$ cat config.mk
export PLATFORM = sky130hd
export DESIGN_NAME = mfd_ctrl
export DESIGN_NICKNAME = d
export VERILOG_FILES = /design/src/sv/mfd_pkg.sv /design/src/sv/mfd_ctrl.sv
export SDC_FILE = /design/constraint.sdc
export NUM_CORES = 1
export LEC_CHECK = 0
export BUFFER_PORTS_ARGS = -buffer_cell sky130_fd_sc_hd__buf_2
export CORE_AREA = 2 2 39 41
export CTS_BUF_LIST = sky130_fd_sc_hd__clkbuf_16
export DETAILED_ROUTE_END_ITERATION = 8
export DIE_AREA = 0 0 41 43
export HOLD_SLACK_MARGIN = 0.1
export PLACE_DENSITY = 0.35
export SETUP_SLACK_MARGIN = 0.3
export SLEW_MARGIN = 5
export SYNTH_ARGS = -nofsm -noshare
export SYNTH_HDL_FRONTEND = slang
export SYNTH_SLANG_ARGS = --single-unit
$ cat constraint.sdc
create_clock -name clk -period 2.7 [get_ports clk]
set_clock_uncertainty 0.15 [all_clocks]
set_input_delay 0.405 -clock clk [delete_from_list [all_inputs] [get_ports clk]]
set_output_delay 0.405 -clock clk [all_outputs]
set_load 0.03 [all_outputs]
$ cat src/sv/mfd_pkg.sv
// ----------------------------------------------------------------------------
// mfd_pkg
// Shared types and constants of the motor feedback frame decoder.
// ----------------------------------------------------------------------------
package mfd_pkg;

  // default table geometry
  localparam int MOTORS_PER_CHANNEL_DEF = 8;
  localparam int QUANTITY_COUNT_DEF     = 5;
  localparam int CHANNEL_COUNT_DEF      = 2;

  // scale coefficient registers, 24 fraction bits
  localparam int SCALE_COUNT = 5;
  localparam int SCALE_W     = 25;
  localparam int VALUE_W     = 48;
  localparam int CNT_W       = 32;

  typedef logic [SCALE_COUNT-1:0][SCALE_W-1:0] scale_arr_t;

  localparam scale_arr_t SCALE_RESET = {
    25'd16777216,  // temperature
    25'd16777216,  // voltage
    25'd23040,     // position
    25'd99666,     // velocity
    25'd16777      // current
  };

  typedef enum logic [2:0] {
    ST_OK       = 3'd0,
    ST_BAD_LEN  = 3'd1,
    ST_FILTERED = 3'd2,
    ST_PROC_ERR = 3'd3,
    ST_BAD_READ = 3'd4
  } status_t;

  // controller to datapath commands
  typedef struct packed {
    logic latch;  // capture the accepted input beat
    logic exec;   // multiply and table read
    logic load;   // table write, counters, result register
  } cmd_t;

endpackage

$ cat src/sv/mfd_ctrl.sv
// ----------------------------------------------------------------------------
// mfd_ctrl
// Sequencer: accept, execute, writeback; owns the result valid flag.
// ----------------------------------------------------------------------------
module mfd_ctrl (
  input  logic          clk,
  input  logic          rst_n,
  input  logic          in_valid,
  output logic          in_stall,
  output logic          out_valid,
  input  logic          out_stall,
  output mfd_pkg::cmd_t cmd
);

  typedef enum logic [1:0] {
    S_IDLE = 2'd0,
    S_EXEC = 2'd1,
    S_WB   = 2'd2
  } state_t;

  state_t state_r, state_nxt;
  logic   out_valid_r, out_valid_nxt;
  logic   can_load;
  logic   accept;

  // result register free or emptying this cycle
  assign can_load = !out_valid_r || !out_stall;
  assign in_stall = !((state_r == S_IDLE) || ((state_r == S_WB) && can_load));
  assign accept   = in_valid && !in_stall;

  always_comb begin
    state_nxt     = state_r;
    out_valid_nxt = out_valid_r && out_stall;
    cmd           = '0;
    cmd.latch     = accept;
    case (state_r)
      S_IDLE: begin
        if (accept) state_nxt = S_EXEC;
      end
      S_EXEC: begin
        cmd.exec  = 1'b1;
        state_nxt = S_WB;
      end
      S_WB: begin
        if (can_load) begin
          cmd.load      = 1'b1;
          out_valid_nxt = 1'b1;
          state_nxt     = accept ? S_EXEC : S_IDLE;
        end
      end
      default: state_nxt = S_IDLE;
    endcase
  end

  always_ff @(posedge clk) begin
    if (!rst_n) begin
      state_r     <= S_IDLE;
      out_valid_r <= 1'b0;
    end else begin
      state_r     <= state_nxt;
      out_valid_r <= out_valid_nxt;
    end
  end

  assign out_valid = out_valid_r;

endmodule

Yosys cells after proc, flatten, opt, wreduce, memory -nomap -nowiden:

Cells that the tools add are included.

* equality and inequality tests: 4
* multiplexer cells: 9
* reduce and logical (&&, ||, !) cells: 10

Operators with widths (count)
* 1-bit two-way mux: 6
* 2-bit case mux with 3 select lines: 1
* 2-bit two-way mux: 2
* 2-bit != test, second input constant: 2
* 1-bit logical AND: 3
* 1-bit logical NOT: 3
* 2-bit by 1-bit equality test with 1-bit output, second input constant: 1
* 2-bit equality test, second input constant: 1
* 2-bit logical NOT: 1
* 1-bit logical OR: 2
* 2-bit AND reduction: 1

* flip-flop bits (word level): 3
* bits of input ports: 4
* output and inout port bits: 5
* word-level logic and storage cells: 25

Depth between registers and ports, before layout:

Gate-level depths: netlist (run 1).

* depth in word-level cells: 8
* depth in mapped cells: 3

Worst setup path before layout (run 1):

Ideal clock, no wire load.

* path type: flip-flop to output port
* start: register out_valid_r (netlist: out_valid)
* end: output port cmd[2] (netlist name)
* arrival: 1025 ps
* data required time: 2145 ps
* slack: 1120 ps
* stages on the path, launching flop included: 4
* buffers on the path: 1
* cell sequence: dfxtp_1 > nand3_1 > and3b_1 > buf_4

* longest elaborated chain between the ends: 5

Ends and longest elaborated chain
* from (decl): line mfd_ctrl.sv:22 `logic out_valid_r, out_valid_nxt;`
* from (signal assigned): line mfd_ctrl.sv:61 `out_valid_r <= out_valid_nxt;`
* 1-bit logical NOT: line mfd_ctrl.sv:27 `assign can_load = !out_valid_r || !out_stall;`
* 1-bit logical OR: line mfd_ctrl.sv:27
* 1-bit logical AND: line mfd_ctrl.sv:28 `assign in_stall = !((state_r == S_IDLE) || ((state_r == S_WB) && can_load));`
* 1-bit logical OR: line mfd_ctrl.sv:28
* 1-bit logical AND: line mfd_ctrl.sv:29 `assign accept = in_valid && !in_stall;`
* to (decl): line mfd_ctrl.sv:12 `output mfd_pkg::cmd_t cmd`

Every way passes these cells.

==> results of run 1 <==
power groups by stage:
stage / clock network, W / registers, W / logic (W)
floorplan: 0 / 0.0000497 / 0.0000148
global placement: 0 / 0.0000489 / 0.0000200
detailed placement: 0 / 0.0000491 / 0.0000203
CTS: 0.000233 / 0.0000486 / 0.0000204
global route: 0.000239 / 0.0000490 / 0.0000221
finish: 0.000229 / 0.0000487 / 0.0000202
worst min-delay path by stage:
stage,end,depth (start not counted),start,slack (ns)
2_1_floorplan,out_valid,2,state_r[1],0.35
5_1_grt,state_r[1],2,rst_n,0.28
6_report,state_r[1],2,rst_n,0.27
3_5_place_dp,out_valid,2,out_valid,0.35
4_1_cts,state_r[1],2,rst_n,0.27
3_3_place_gp,out_valid,2,out_valid,0.34
stage by stage:
step	instances	worst slack (ns)
2_1_floorplan	16	1.12
4_1_cts	42	1.06
6_report	42	1.05
5_1_grt	42	0.986
3_3_place_gp	38	1.17
3_5_place_dp	38	1.15
flip-flops by register name, indices dropped and copies added, names as in the netlist:
register	flops
out_valid	1
state_r	2
cells in the final DEF, fill, tap and decap left out:
| cell type | Yosys | layout |
|---|---|---|
| a21oi_1 | 1 | 1 |
| o21a_1 | 1 | 1 |
| inv_1 | 0 | 1 |
| and4b_1 | 2 | 2 |
| and2b_1 | 1 | 1 |
| a21boi_0 | 1 | 1 |
| dfxtp_1 | 3 | 3 |
| and3b_1 | 1 | 1 |
| nand3_1 | 1 | 1 |
| nand2b_1 | 2 | 2 |
| nand2_1 | 1 | 1 |
| clkbuf_16 | 0 | 3 |
| buf_2 | 0 | 8 |
kinds of logic after synthesis:
group                  share of synthesized area (%)
and+or+nand+nor                                 37.7
DFF                                             39.3
AOI/OAI and AO/OA                               13.1
buffers and inverters                           9.83
worst max-delay path: cells and delay by family (launching register included):
family,cells,cell delay [ns]
buffers and inverters,1,0.17
AND/OR/NAND/NOR,2,0.33
flip-flops,1,0.38
final cells by class:
type | count | area share [%]
multi-input combinational | 11 | 28.1
clock buffer | 3 | 27.1
sequential | 3 | 21.7
timing repair buffer | 8 | 14.5
tap | 16 | 7.24
clock inverter | 1 | 1.36
per-layer routing:
metal	track usage, %	routed length [um]	vias up	share of wire, %
li1	-	-	75	-
met1	7.03	196	62	55
met2	5.31	100	11	28
met3	7.85	62	0	17
met4	4.00	0	0	0
met5	0	0	-	0
==> reports/results.ini, run 1 <==
[pwr]
irDropWorstVdd_mv=0.363
leakagePower_nw=0.140
combPwrFrac_pct=6.8
p_int_w=0.000245
power_w=0.000297
seqPwrFrac_pct=16.4
clock_power_share_pct=76.8
p_sw_share_pct=17.6
p_sw_w=0.0000524
powerDensity_mw_per_mm2=1080

[clock_network]
insertion_delay_ns=0.22
cts_buffers=3
ctsHoldBuffers=0
clockBufferDepth=2
root_buffer=clkbuf_16
cts_resized=0
cts_sinks=3
cts_tree=built
cts_setup_buffers=0
htreeDepth=1
path_clk_slew_ns=0.03

[floorplanning]
die_area_mm2=0.00176
chipHeight_um=43
fp-row-count=14
start_util_pct=11.0
ios=9
dieWidth_um=41
core_region_area_mm2=0.00138

[timing]
hold_viol_final=0
whs_ns=0.274
maxSlewHeadroom_pct=90.0
fin_crit_ns=1.65
rsz0062_at_grt=no
tightest_slew_ns=0.151
tns_ns=0
setup_violations=0
slew_violations=0
max_freq_mhz=604
post-route-period-util_pct=61.3

[logic_synthesis]
synth_common_cells=dfxtp_1 (3), and4b_1 (2), buf_4 (2), nand2b_1 (2)
synth_fp_nets=20
ys_warn_count=0
synth_area_um2=153
ys_types=11
syn_area_per_cell_um2=9.54
synth_area_leaders=dfxtp_1 (39%), and4b_1 (13%), buf_4 (9.8%)
ys.flop_type=dfxtp_1
syn-instance-count=16
synth-edff-count=0
yosysMostFrequentCell=dfxtp_1
seq_area_frac_synth_pct=39.3
synth-async-reset-ratio_pct=0
ys_ff_latch=3
post-synth-top-area-fraction_pct=39.3
synth_top_area_cell=dfxtp_1

[final_layout]
fill_cells=158
nets=31
multiInputGateArea_um2=77.6
drive_gt1_share_pct=42.3
seq_area_um2=60.1
syn_to_final_growth_pct=81.1
antenna_cells=0
fin_util_pct=20.0
final_area_um2=277

[critical_path]
crit_type=flop to output port
max_stage_delay_ns=0.38
reg2reg_slack_ns=1.71
end_kind=output port
rr_worst_depth=2
startpoint_type=flop
critPathArrivalTime_ns=1.10
crit_required_ns=2.14
cp-startpoint=out_valid
cp-endpoint=cmd[2]
crit_path_max_fanout=5
worstPathCellList=nand3_1 -> and3b_1 -> buf_2
rr_startpoint=state_r[0]
cp_slowest_cell=dfxtp_1
timing.rr.end=state_r[1]

[flow_run]
maxCapViolCount=0

[global_routing]
grt_remaining_overflow=0
grt_pass1_wl_um=614
grt_usage_pct=6.01
grt_pass1_vias=143
antenna_found_initial=0
grt_max_degree=7

[detailed_routing]
wl_per_cell_um=8.55
detail_route.first_pass.iterations=2
vias=148
drtIter0Drc=3
vias_per_cell=3.52
ant_nets=0
drc=0
routed_wl_um=359

[worst_hold_path]
hold_class=input pin to flop

[outcome]
outcome=finished clean

[place]
io_buffers=8
placed_cell_area_um2=198
gp_congestion=0.521

(Power assumes the default switching activity.)
==> run 2: changes to the inputs <==
clock period = 1.7 ns   (was 2.7 ns; I/O delays follow)
==> run 2 against run 1 <==
Clock power rose by 58%. Power rose by 61%. Flip-flop and latch count did not move. Non-clock buffer count rose by 1. Setup slack got worse by 0.74 ns. Final area rose by 18%. Clock-buffer cell count did not move. Largest power group unchanged. Highest routed layer unchanged.
==> reports/results.ini, run 2 (synthesis gave the netlist of run 1 again) <==
[final_layout]
multiInputGateArea_um2=101
fill_cells=146
mostFrequentLayoutCells=buf_2 (5), clkbuf_16 (3), buf_4 (3)
nets=32
final_common_cell=buf_2
stdcell_count=43
top_register=state_r
largest_register_ffs=2
seq_area_um2=66.3
antenna_cells=0
final_area_um2=325
drive_gt1_share_pct=66.7
syn_to_final_growth_pct=113

[floorplanning]
fp-row-count=14
chipHeight_um=43
start_util_pct=11.0
ios=9
die_area_mm2=0.00176
dieWidth_um=41
core_region_area_mm2=0.00138

[detailed_routing]
drc=0
routed_wl_um=366
drtIter0Drc=4
vias=151
ant_nets=0
vias_per_cell=3.51
detail_route.first_pass.iterations=2
wl_per_cell_um=8.51

[place]
io_buffers=8
gp_congestion=0.539
placed_cell_area_um2=199
place_inst=38

[critical_path]
critPathArrivalTime_ns=0.99
startpoint_type=flop
end_kind=output port
max_stage_delay_ns=0.37
cp_slowest_cell=dfxtp_4
crit_type=flop to output port
path_buf_inv=1
worstPathCellList=nand3_4 -> and3b_1 -> buf_6
crit_family=flip-flops
crit_required_ns=1.29
crit_path_max_fanout=4

[timing]
slew_violations=0
tightest_slew_ns=0.153
hold_viol_final=0
tns_ns=0
post-route-period-util_pct=81.9
setup_violations=0
whs_ns=0.118
max_freq_mhz=718
rsz0062_at_grt=yes
fin_crit_ns=1.39
maxSlewHeadroom_pct=89.9

[pwr]
leakagePower_nw=0.152
powerDensity_mw_per_mm2=1470
irDropWorstVdd_mv=0.866
power_w=0.000479

[flow_run]
maxCapViolCount=0

[clock_network]
cts_buffers=3
cts_sinks=3
root_buffer=clkbuf_16
cts_tree=built
htreeDepth=1
path_clk_slew_ns=0.03
insertion_delay_ns=0.22
clockBufferDepth=2

[global_routing]
grt_pass1_wl_um=655
grt_usage_pct=6.41
grt_remaining_overflow=0
grt_max_degree=7
grt_pass1_vias=142
antenna_found_initial=0

[worst_hold_path]
hold_class=input pin to flop

[outcome]
outcome=finished clean

## run 2: cell types whose count changed in the layout (fill, tap and decap cells not counted)
cell / delta
buf_2: -3
buf_4: +3
dfxtp_1: -3
dfxtp_2: +2
a21oi_1: -1
a21oi_2: +1
buf_6: +1
dfxtp_4: +1
nand2b_1: -1
nand2b_4: +1
nand3_1: -1
nand3_4: +1
## run 2: path summary, 6_finish.rpt
path              startpoint         end  slack, ns  depth (start not counted)
setup / recovery  state_r[1]      cmd[2]       0.31                          3
hold / removal         rst_n  state_r[1]       0.12                          2
setup reg to reg   out_valid  state_r[1]       0.65                          3
hold reg to reg   state_r[1]   out_valid       0.39                          2
## run 2: stage by stage
stage                     setup slack [ns]  utilization [%]
after floorplan                      0.353                -
after global placement               0.469             14.4
after detailed placement             0.443             14.4
after CTS                            0.308             22.8
after global routing                 0.254             23.5
final                                0.307             23.5
## run 2: final cells by class
type	count	area share, %
clock buffer	3	23.1
clock inverter	1	1.15
multi-input combinational	11	31.2
sequential	3	20.4
tap	16	6.15
timing repair buffer	9	18.1
## run 2: report_power, final
| part | internal [W] | total [W] | switching, W |
|---|---|---|---|
| combinational | 0.0000180 | 0.0000399 | 0.0000218 |
| sequential | 0.0000738 | 0.0000780 | 0.00000427 |
| clock | 0.000303 | 0.000361 | 0.0000586 |
## run 2: worst reg2reg max path: cells and delay by family (launching register included)
family | cells | cell delay, ns
DFF | 1 | 0.32
and+or+nand+nor | 1 | 0.17
AOI/OAI and AO/OA | 1 | 0.16
buffers and inverters | 1 | 0.14
## run 2: metal layers
metal,vias to the layer above,wire length [um],share of wire [%],global-route usage [%]
li1,78,-,-,-
met2,11,113,31,5.31
met5,-,0,0,0
met3,0,78,21,8.38
met1,62,174,48,7.99
met4,0,0,0,4.00
## run 2: timing repair
action	CTS	global route
pin swaps	1	1
resized for setup	9	3
hold buffers	0	0
setup buffers	1	0
setup endpoints to repair	2	2
==> run 3: changes to the inputs <==
ABC_AREA = 1   (was unset)
clock period = 1.1 ns   (was 1.7 ns; I/O delays follow)
==> run 3 against run 2 <==
The run now ends with setup timing left. Global-route usage fell by 0.094 points. Clock-buffer cell count did not move. Via count rose by 20%. Largest power group unchanged. Hold slack got worse by 0.076 ns. Sequential share of layout area fell by 2.1 points.
==> reports/results.ini, run 3 <==
[final_layout]
syn_to_final_growth_pct=146
final_area_um2=375
nets=41
top_register=state_r
stdcell_count=52
largest_register_ffs=2
mostFrequentLayoutCells=buf_6 (7), nand2_1 (4), inv_1 (3), clkbuf_16 (3), buf_2 (3)
final_common_cell=buf_6
fill_cells=152
antenna_cells=0
drive_gt1_share_pct=72.2

[pwr]
seqPwrFrac_pct=15.5
p_sw_w=0.000153
irDropWorstVdd_mv=0.454
leakagePower_nw=0.179
p_sw_share_pct=19.8
clock_power_share_pct=73.6
combPwrFrac_pct=10.9
powerDensity_mw_per_mm2=2060
p_int_w=0.000621

[logic_synthesis]
synth_top_family_by_area=simple AND/OR/NAND/NOR gates
syn_area_per_cell_um2=6.94
seq_area_frac_synth_pct=39.3
ys.flop_type=dfxtp_1
synth_top_area_cell=dfxtp_1
yosys.area_share.simple_pct=28.7
syn-instance-count=22
synthMuxAreaShare_pct=0
synth-async-reset-ratio_pct=0
ys_types=9
ys_ff_latch=3
synth_common_cells=nand2_1 (6), dfxtp_1 (3), inv_1 (3), nor2_1 (3)
synth_area_leaders=dfxtp_1 (39%), nand2_1 (15%), buf_4 (9.8%)
synth_area_um2=153
synth_compound_area_share_pct=12.3
synth-xor-area-share_pct=0
yosysMostFrequentCell=nand2_1
synth-edff-count=0
synth_fp_nets=26
post-synth-top-area-fraction_pct=39.3
ys_warn_count=0
synthAdderAreaFrac_pct=0

[outcome]
outcome=complete, but fails checks
violations=setup timing

[floorplanning]
die_area_mm2=0.00176
dieWidth_um=41
start_util_pct=11.0
ios=9
fp-row-count=14
chipHeight_um=43
core_region_area_mm2=0.00138

[timing]
rsz0062_at_grt=yes
hold_viol_final=0
setup_ws_ns=-0.159
setup_violations=5
whs_ns=0.0423
slew_violations=0
tightest_slew_ns=0.118
post-route-period-util_pct=114
maxSlewHeadroom_pct=92.1
max_freq_mhz=794
fin_crit_ns=1.26

[place]
dp_hpwl_um=254
place_inst=46
placed_cell_area_um2=221
io_buffers=8
gp_congestion=0.494

[worst_hold_path]
holdPathStages=3
hold_class=input pin to flop

[critical_path]
critPathArrivalTime_ns=0.94
crit_path_max_fanout=4
rr_worst_depth=4
crit_type=flop to output port
crit_required_ns=0.78
startpoint_type=flop
end_kind=output port

[global_routing]
grt_remaining_overflow=0
grt_pass1_vias=179
grt_pass1_wl_um=648
grt_usage_pct=6.32
grt_max_degree=5
antenna_found_initial=0

[clock_network]
cts_sinks=3
path_clk_slew_ns=0.03
htreeDepth=1
root_buffer=clkbuf_16
clockBufferDepth=2
insertion_delay_ns=0.22
cts_tree=built
cts_buffers=3

[detailed_routing]
detail_route.first_pass.iterations=2
vias=181
wl_per_cell_um=8.77
drc=0
drtIter0Drc=2
routed_wl_um=456
vias_per_cell=3.48
ant_nets=0

[flow_run]
maxCapViolCount=0

run 3: changes by cell type in the layout (fill, tap and decap cells not counted), sizes merged:
cell and change:
nand2 +5, inv +4, buf +3, nor2 +3, a21oi +2, and4b -2
nand2b -2, a21boi -1, and2b -1, and3b -1, o21a -1
run 3: repair_timing:
action,CTS,global route
endpoints found under the hold margin,3,3
setup buffers,0,2
resized for setup,17,3
setup endpoints to repair,8,8
pin swaps,2,2
run 3: path summary, 6_finish.rpt:
path / slack [ns] / startpoint / endpoint
worst max-delay path: -0.16 / state_r[0] / cmd[0]
worst min register to register: 0.36 / state_r[1] / state_r[1]
worst min-delay path: 0.04 / rst_n / state_r[1]
worst max register to register: 0.14 / state_r[0] / state_r[0]
run 3: cell type report:
type,count,area [um2],area share (%)
repair buffers,12,109,29.0
multi-input cells,13,81.3,21.7
clock buffers,3,75.1,20.0
flip-flops and latches,3,68.8,18.3
well taps,16,20.0,5.33
inverters,4,17.5,4.67
clock inverters,1,3.75,1.00
run 3: metrics by stage:
stage	worst slack (ns)	total power [W]	utilization, %	setup TNS (ns)
after floorplan	0.0238	0.000163	-	0
after global placement	0.00851	0.000180	16.0	0
after detailed placement	0.0275	0.000179	16.0	0
after CTS	-0.164	0.000777	25.3	-0.551
after global routing	-0.202	0.000805	27.1	-0.741
final	-0.159	0.000775	27.1	-0.574
run 3: kinds of logic after synthesis:
logic type	after synthesis
compound gates	3
buf+inv	6
simple gates	10
flops	3
run 3: power groups by stage:
stage	Combinational (W)	Clock (W)	Sequential, W
3_3_place_gp	0.0000605	0	0.000120
4_1_cts	0.0000771	0.000581	0.000118
6_report	0.0000847	0.000570	0.000120
3_5_place_dp	0.0000595	0	0.000120
2_1_floorplan	0.0000416	0	0.000122
5_1_grt	0.0000909	0.000594	0.000121
run 3: critical path: stages, from the launching register on:
cell	delay, ns
dfxtp_2	0.33
inv_4	0.07
nand2_2	0.06
a21oi_2	0.12
buf_6	0.14
run 3: metal layers:
metal  vias to the layer above  share of wire [%]  global-route usage [%]
li1                         92                  -                       -
met1                        85                 39                    5.45
met2                         4                 58                    8.75
met3                         0                3.3                    1.57
met4                         0                  0                    10.0
met5                         -                  0                       0
